$ cat config.mk
export PLATFORM = sky130hd
export DESIGN_NAME = ssp_profile
export DESIGN_NICKNAME = d
export VERILOG_FILES = /design/src/design/ssp_pkg.sv /design/src/design/ssp_profile.sv
export SDC_FILE = /design/constraint.sdc
export NUM_CORES = 2
export LEC_CHECK = 0
export ABC_AREA = 1
export BUFFER_PORTS_ARGS = -buffer_cell sky130_fd_sc_hd__buf_2
export CORE_AREA = 2 2 352 354
export CTS_BUF_LIST = sky130_fd_sc_hd__clkbuf_2
export DETAILED_ROUTE_END_ITERATION = 7
export DIE_AREA = 0 0 354 356
export HOLD_SLACK_MARGIN = 0.15
export PLACE_DENSITY = 0.71
export SLEW_MARGIN = 10
export SYNTH_ARGS = -nofsm -noshare
export SYNTH_HDL_FRONTEND = slang
export SYNTH_SLANG_ARGS = --single-unit
$ cat constraint.sdc
create_clock -name clock -period 10.1 [get_ports clock]
set_input_delay 0 -clock clock [delete_from_list [all_inputs] [get_ports clock]]
set_output_delay 0 -clock clock [all_outputs]
set_load 0.01 [all_outputs]
$ cat src/design/ssp_pkg.sv
// Shared types, constants and a helper function of the S-curve step pulse profiler.
package ssp_pkg;

   localparam int MAX_DISTANCE_DEFAULT = 16384;

   localparam logic [31:0] NS_PER_SECOND = 32'd1000000000;
   localparam logic [31:0] SPEED_FLOOR   = 32'd131072;
   localparam logic [48:0] INTERVAL_INIT = 49'h0_8000_0000;

   localparam logic [31:0] MAX_SPEED_RESET  = 32'd69905067;
   localparam logic [31:0] MAX_ACCEL_RESET  = 32'd11650844;
   localparam logic [31:0] JERK_RESET       = 32'd466034;
   localparam logic [23:0] MIN_POS_RESET    = 24'd0;
   localparam logic [23:0] MAX_POS_RESET    = 24'd9600;
   localparam logic [6:0]  OVERRIDE_RESET   = 7'd100;

   localparam logic OP_MOVE = 1'b0;
   localparam logic OP_TICK = 1'b1;

   localparam logic [2:0] CSR_MAX_SPEED = 3'd0;
   localparam logic [2:0] CSR_MAX_ACCEL = 3'd1;
   localparam logic [2:0] CSR_JERK      = 3'd2;
   localparam logic [2:0] CSR_MIN_POS   = 3'd3;
   localparam logic [2:0] CSR_MAX_POS   = 3'd4;
   localparam logic [2:0] CSR_OVERRIDE  = 3'd5;

   typedef enum logic [2:0] {
      STATUS_OK       = 3'd0,
      STATUS_REJECTED = 3'd1,
      STATUS_FAULT    = 3'd2,
      STATUS_IDLE     = 3'd3,
      STATUS_FINISHED = 3'd4
   } status_type;

   typedef struct packed {
      logic [31:0] max_speed;
      logic [31:0] max_accel;
      logic [31:0] jerk_limit;
   } motion_cfg_type;

   // Integer factor 100 / override, with an override of zero taken as one.
   function automatic logic [6:0] override_factor(input logic [6:0] pct);
      logic [6:0] f;
      f = 7'd0;
      priority if (pct == 7'd0 || pct == 7'd1) f = 7'd100;
      else if (pct == 7'd2)   f = 7'd50;
      else if (pct == 7'd3)   f = 7'd33;
      else if (pct == 7'd4)   f = 7'd25;
      else if (pct == 7'd5)   f = 7'd20;
      else if (pct == 7'd6)   f = 7'd16;
      else if (pct == 7'd7)   f = 7'd14;
      else if (pct == 7'd8)   f = 7'd12;
      else if (pct == 7'd9)   f = 7'd11;
      else if (pct == 7'd10)  f = 7'd10;
      else if (pct == 7'd11)  f = 7'd9;
      else if (pct == 7'd12)  f = 7'd8;
      else if (pct <= 7'd14)  f = 7'd7;
      else if (pct <= 7'd16)  f = 7'd6;
      else if (pct <= 7'd20)  f = 7'd5;
      else if (pct <= 7'd25)  f = 7'd4;
      else if (pct <= 7'd33)  f = 7'd3;
      else if (pct <= 7'd50)  f = 7'd2;
      else if (pct <= 7'd100) f = 7'd1;
      else f = 7'd0;
      return f;
   endfunction

endpackage

$ cat src/design/ssp_profile.sv
// Profile builder: iterates speed, acceleration and interval over the first half of a move.
module ssp_profile #(
   parameter int MAX_DISTANCE = ssp_pkg::MAX_DISTANCE_DEFAULT
) (
   input  logic                          clock,
   input  logic                          reset,
   input  logic                          start,
   input  logic [$clog2(MAX_DISTANCE+1)-1:0] move_span,
   input  ssp_pkg::motion_cfg_type       cfg,
   output logic                          busy,
   output logic                          wr_en,
   output logic [$clog2(((MAX_DISTANCE+1)/2) > 1 ? ((MAX_DISTANCE+1)/2) : 2)-1:0] wr_addr,
   output logic [31:0]                   wr_data
);
   import ssp_pkg::*;

   localparam int DIST_W     = $clog2(MAX_DISTANCE + 1);
   localparam int HALF_DEPTH = (MAX_DISTANCE + 1) / 2;
   localparam int ADDR_W     = $clog2(HALF_DEPTH > 1 ? HALF_DEPTH : 2);

   typedef enum logic [3:0] {
      B_IDLE, B_STEP, B_JH, B_JL, B_JSUM, B_ACC, B_AH, B_AL, B_ASUM, B_VEL,
      B_DIV, B_NSH, B_NSL, B_NSUM
   } build_state_type;

   build_state_type state_ff;
   logic [DIST_W-1:0] p_ff, half_ff, quarter_ff;
   logic [31:0] v_ff, a_ff, den_ff, rem_ff;
   logic [48:0] t_ff;
   logic [49:0] d_ff;
   logic [63:0] prod_ff, acc_ff;
   logic [5:0]  cnt_ff;
   logic        wr_en_ff;
   logic [ADDR_W-1:0] wr_addr_ff;
   logic [31:0] wr_data_ff;

   logic [31:0] mul_x, mul_y;
   logic [DIST_W:0] half_in;
   logic [50:0] asum, vsum;
   logic [32:0] rem_shift;
   logic        q_bit;
   logic [63:0] ns_sum;
   logic [49:0] d_in;

   always_comb begin
      mul_x = 32'd0;
      mul_y = 32'd0;
      unique case (state_ff)
         B_JH: begin
            mul_x = cfg.jerk_limit;
            mul_y = {15'd0, t_ff[48:32]};
         end
         B_JL: begin
            mul_x = cfg.jerk_limit;
            mul_y = t_ff[31:0];
         end
         B_AH: begin
            mul_x = a_ff;
            mul_y = {15'd0, t_ff[48:32]};
         end
         B_AL: begin
            mul_x = a_ff;
            mul_y = t_ff[31:0];
         end
         B_NSH: begin
            mul_x = NS_PER_SECOND;
            mul_y = {15'd0, t_ff[48:32]};
         end
         B_NSL: begin
            mul_x = NS_PER_SECOND;
            mul_y = t_ff[31:0];
         end
         default: begin
            mul_x = 32'd0;
            mul_y = 32'd0;
         end
      endcase
   end

   assign half_in   = ({1'b0, move_span} + {{DIST_W{1'b0}}, 1'b1}) >> 1;
   assign asum      = {19'd0, a_ff} + {1'b0, d_ff};
   assign vsum      = {19'd0, v_ff} + {1'b0, d_ff};
   assign rem_shift = {rem_ff, (cnt_ff == 6'd48)};
   assign q_bit     = (rem_shift >= {1'b0, den_ff});
   assign ns_sum    = acc_ff + {32'd0, prod_ff[63:32]};
   assign d_in      = acc_ff[49:0] + {18'd0, prod_ff[63:32]};

   always_ff @(posedge clock) begin
      prod_ff  <= mul_x * mul_y;
      if (reset) begin
         state_ff <= B_IDLE;
         wr_en_ff <= 1'b0;
      end else begin
         wr_en_ff <= (state_ff == B_NSUM);
         unique case (state_ff)
            B_IDLE: begin
               if (start) begin
                  p_ff       <= '0;
                  half_ff    <= half_in[DIST_W-1:0];
                  quarter_ff <= move_span >> 2;
                  v_ff       <= SPEED_FLOOR;
                  a_ff       <= 32'd0;
                  t_ff       <= INTERVAL_INIT;
                  state_ff   <= B_STEP;
               end
            end
            B_STEP: begin
               if (p_ff == half_ff) begin
                  state_ff <= B_IDLE;
               end else if (v_ff < cfg.max_speed) begin
                  state_ff <= B_JH;
               end else begin
                  // At cruise speed the interval is the reciprocal of the cap.
                  v_ff     <= cfg.max_speed;
                  a_ff     <= 32'd0;
                  den_ff   <= (cfg.max_speed == 32'd0) ? 32'd1 : cfg.max_speed;
                  rem_ff   <= 32'd0;
                  cnt_ff   <= 6'd48;
                  state_ff <= B_DIV;
               end
            end
            B_JH: state_ff <= B_JL;
            B_JL: begin
               acc_ff   <= prod_ff;
               state_ff <= B_JSUM;
            end
            B_JSUM: begin
               d_ff     <= d_in;
               state_ff <= B_ACC;
            end
            B_ACC: begin
               if (p_ff < quarter_ff) begin
                  a_ff <= (asum > {19'd0, cfg.max_accel}) ? cfg.max_accel : asum[31:0];
               end else begin
                  a_ff <= ({18'd0, a_ff} > d_ff) ? (a_ff - d_ff[31:0]) : 32'd0;
               end
               state_ff <= B_AH;
            end
            B_AH: state_ff <= B_AL;
            B_AL: begin
               acc_ff   <= prod_ff;
               state_ff <= B_ASUM;
            end
            B_ASUM: begin
               d_ff     <= d_in;
               state_ff <= B_VEL;
            end
            B_VEL: begin
               if (vsum > {19'd0, cfg.max_speed}) begin
                  v_ff   <= cfg.max_speed;
                  a_ff   <= 32'd0;
                  den_ff <= (cfg.max_speed == 32'd0) ? 32'd1 : cfg.max_speed;
               end else if (p_ff >= quarter_ff && vsum < {19'd0, SPEED_FLOOR}) begin
                  v_ff   <= SPEED_FLOOR;
                  a_ff   <= 32'd0;
                  den_ff <= SPEED_FLOOR;
               end else begin
                  v_ff   <= vsum[31:0];
                  den_ff <= (vsum[31:0] == 32'd0) ? 32'd1 : vsum[31:0];
               end
               rem_ff   <= 32'd0;
               cnt_ff   <= 6'd48;
               state_ff <= B_DIV;
            end
            B_DIV: begin
               // Restoring division of 2^48 by the speed, one quotient bit per cycle.
               rem_ff <= q_bit ? (rem_shift[31:0] - den_ff) : rem_shift[31:0];
               t_ff   <= {t_ff[47:0], q_bit};
               cnt_ff <= cnt_ff - 6'd1;
               if (cnt_ff == 6'd0) begin
                  state_ff <= B_NSH;
               end
            end
            B_NSH: state_ff <= B_NSL;
            B_NSL: begin
               acc_ff   <= prod_ff;
               state_ff <= B_NSUM;
            end
            B_NSUM: begin
               wr_addr_ff <= p_ff[ADDR_W-1:0];
               wr_data_ff <= (ns_sum[63:32] != 32'd0) ? 32'hFFFF_FFFF : ns_sum[31:0];
               p_ff       <= p_ff + {{(DIST_W-1){1'b0}}, 1'b1};
               state_ff   <= B_STEP;
            end
            default: state_ff <= B_IDLE;
         endcase
      end
   end

   assign busy    = (state_ff != B_IDLE);
   assign wr_en   = wr_en_ff;
   assign wr_addr = wr_addr_ff;
   assign wr_data = wr_data_ff;
endmodule

==> results.json <==
{
  "cellLeakagePower_nw": 36.3,
  "ys_seq_area_share_pct": 19.4,
  "rows": 129,
  "port_buffers": 160,
  "mostFrequentLayoutCells": "1834 x inv_1, 1732 x nand2_1, 1113 x nor2_1",
  "multiInputGateArea_mm2": 0.0459,
  "fin_worst_skew_ps": 252,
  "drt_pass1_iterations": 8,
  "crit_fanout": 25,
  "place_congestion": 1.06,
  "drive_above_1_share_pct": 6.61,
  "initial_utilization_pct": 54.5,
  "final_nets": 10700,
  "crit_top_cell": "fa_1",
  "synthMuxAreaShare_pct": 0,
  "synthDistinctLibCells": 62,
  "n_fill_cell": 11400,
  "clockBufferDepth": 3,
  "die_w_um": 354,
  "end_kind": "register",
  "grt_pass1_wl_mm": 397,
  "synth_cells": 8604,
  "clk_latency_ps": 1550,
  "synthFlopType": "edfxtp_1",
  "fp.dieArea_mm2": 0.126,
  "worstHoldPathCells": 7,
  "synth_warnings": 0,
  "synth_compound_area_share_pct": 6.71,
  "drcViolationCount": 7,
  "async_flop_share_pct": 0,
  "die_y_um": 356,
  "synth_top_cell_by_area": "fa_1",
  "root_buffer": "clkbuf_2",
  "drv_cap": 0,
  "slowest_stage": "inv_2",
  "setup_viol": 0,
  "ir_worst_vdd_mv": 0.107,
  "wire_per_inst_um": 24.8,
  "clk_pin_slew_worst_paths_ps": 110,
  "synthAdderAreaFrac_pct": 37.0,
  "r2r_start": "state_ff[1]",
  "finalCriticalPeriod_ps": 9560,
  "powerDensity_mw_per_mm2": 128,
  "setup_tns_ps": 0,
  "netlist_top_cells_area": "fa_1 27%, edfxtp_1 17%, inv_1 10%",
  "slew_viol_final": 0,
  "status": "finished, violations left",
  "vias": 62300,
  "final_common_cell": "inv_1",
  "grt_pass1_vias": 62500,
  "grt_max_degree": 65,
  "arrival_ps": 10810,
  "hold_violations": 0,
  "cts_tree": "done",
  "synth_edf_count": 385,
  "grt-ovfl-total": 0,
  "tightest_slew_ps": 1290,
  "synthSimpleGateAreaFrac_pct": 21.8,
  "criticalPathCategory": "register to register",
  "grt.total_usage_pct": 42.9,
  "clock.fmax_mhz": 105,
  "ctsHtreeMaxLevel": 3,
  "cts_buffers": 119,
  "antenna_found_initial": 14,
  "ff2ff_path_depth": 32,
  "fin_crit_sh_pct": 94.7,
  "violations": "DRC",
  "synth-xor-area-share_pct": 2.95,
  "first_iter_violations": 7017,
  "postSynthAreaPerCell_um2": 7.77,
  "area_growth_pct": 11.1,
  "syn_nets": 10200,
  "boundaryPins": 161,
  "max_stage_delay_ps": 710,
  "ant_nets": 0,
  "hpwl_mm": 214,
  "crit_start": "state_ff[1]",
  "max_slew_margin_pct": 13.2,
  "netlist_area_mm2": 0.0669,
  "synth_top_area_share_pct": 27.0,
  "core-area_mm2": 0.123,
  "start_kind": "register",
  "hp-start": "cfg[61]",
  "cp.required_ps": 11350,
  "fin_util_pct": 60.5,
  "rsz0062_at_grt": "no",
  "hold_class": "input pin to register",
  "clock-sinks": 454,
  "routed_wl_mm": 268,
  "via_per_inst": 5.74,
  "seq_area_mm2": 0.0129,
  "synth_top_family_by_area": "adder cells",
  "ys_ff_latch": 454
}
-- timing repair --
action,in CTS,in global routing
setup buffers,0,5
hold buffers,329,0
endpoints found under the setup margin,0,25
gates resized for setup,0,4
endpoints found under the hold margin,525,0
-- cell type report --
| type | instances | share of cell area (%) |
|---|---|---|
| inverters | 1888 | 9.56 |
| clock buffers | 161 | 1.09 |
| well taps | 1637 | 2.76 |
| diodes | 9 | 0.0303 |
| clock inverters | 55 | 0.436 |
| repair buffers | 623 | 6.87 |
| multi-input cells | 6018 | 61.8 |
| flip-flops and latches | 454 | 17.4 |
-- synth_stat cells, types with 17 or more instances --
library cell	instances
nor2_2	18
edfxtp_1	385
fa_1	901
a21o_1	17
xnor2_1	71
nor2_1	1126
nand4_1	119
nand2_1	1734
o21bai_1	25
ha_1	535
a31oi_1	33
clkbuf_1	168
inv_2	25
o21ai_0	230
dfxtp_1	69
nor4_1	42
a21oi_1	403
inv_1	1835
nand3_1	366
or2_2	18
o21a_1	18
buf_4	18
clkinv_1	28
xor2_1	154
nor3_1	67
buf_2	41
-- critical path, delay by kind of cell (launching register included) --
kind	cells	cell delay (ps)
AO/OA/AOI/OAI	2	320
XOR/XNOR	1	130
adder cells (fa/ha/maj)	9	4640
buffers and inverters	8	1480
flip-flops	1	540
AND/OR/NAND/NOR	12	2190
-- path summary, 6_finish.rpt --
path / end / slack [ps]
max: prod_ff[57] / 540
min: a_ff[29] / 260
max reg2reg: prod_ff[57] / 540
min reg2reg: acc_ff[31] / 310
-- where the power goes --
part	switching [W]	leakage, nW	internal [W]	total (W)
Combinational	0.00384	31.4	0.00157	0.00541
Sequential	0.000307	4.13	0.00237	0.00268
Clock	0.000907	0.835	0.000510	0.00142
-- through the flow --
step	worst slack (ps)	std cells	hold WS [ps]	area (um2)	total power [W]
2_1_floorplan	2010	8604	98.9	66900	0.00565
3_3_place_gp	387	10300	210	69700	0.00768
3_5_place_dp	355	10300	209	69700	0.00772
4_1_cts	240	10800	151	74200	0.00927
5_1_grt	19.4	10800	218	74200	0.00999
6_report	538	10800	265	74200	0.00950
-- cell families after synthesis --
| logic type | after synthesis |
|---|---|
| buffers and inverters | 2132 |
| AO/OA/AOI/OAI | 811 |
| AND/OR/NAND/NOR | 3546 |
| flip-flops | 454 |
| adder cells (fa/ha/maj) | 1436 |
| XOR/XNOR | 225 |
-- routing by layer --
layer | vias to the layer above | track usage (%) | share of wire [%]
met4 | 18 | 28.9 | 8.1
met5 | - | 0.151 | 0.051
met2 | 3546 | 65.1 | 44
met3 | 921 | 11.1 | 11
met1 | 30200 | 54.2 | 37
li1 | 27600 | - | -
-- sequential cells by signal (all words and copies together), names as in the netlist --
signal	cells
acc_ff	64
prod_ff	64
d_ff	50
t_ff	49
a_ff	32
den_ff	32
rem_ff	32
v_ff	32
wr_data	32
half_ff	15
p_ff	15
quarter_ff	13
wr_addr	13
cnt_ff	6
state_ff	4
wr_en	1
No activity file was read; power rests on OpenSTA's default activity.
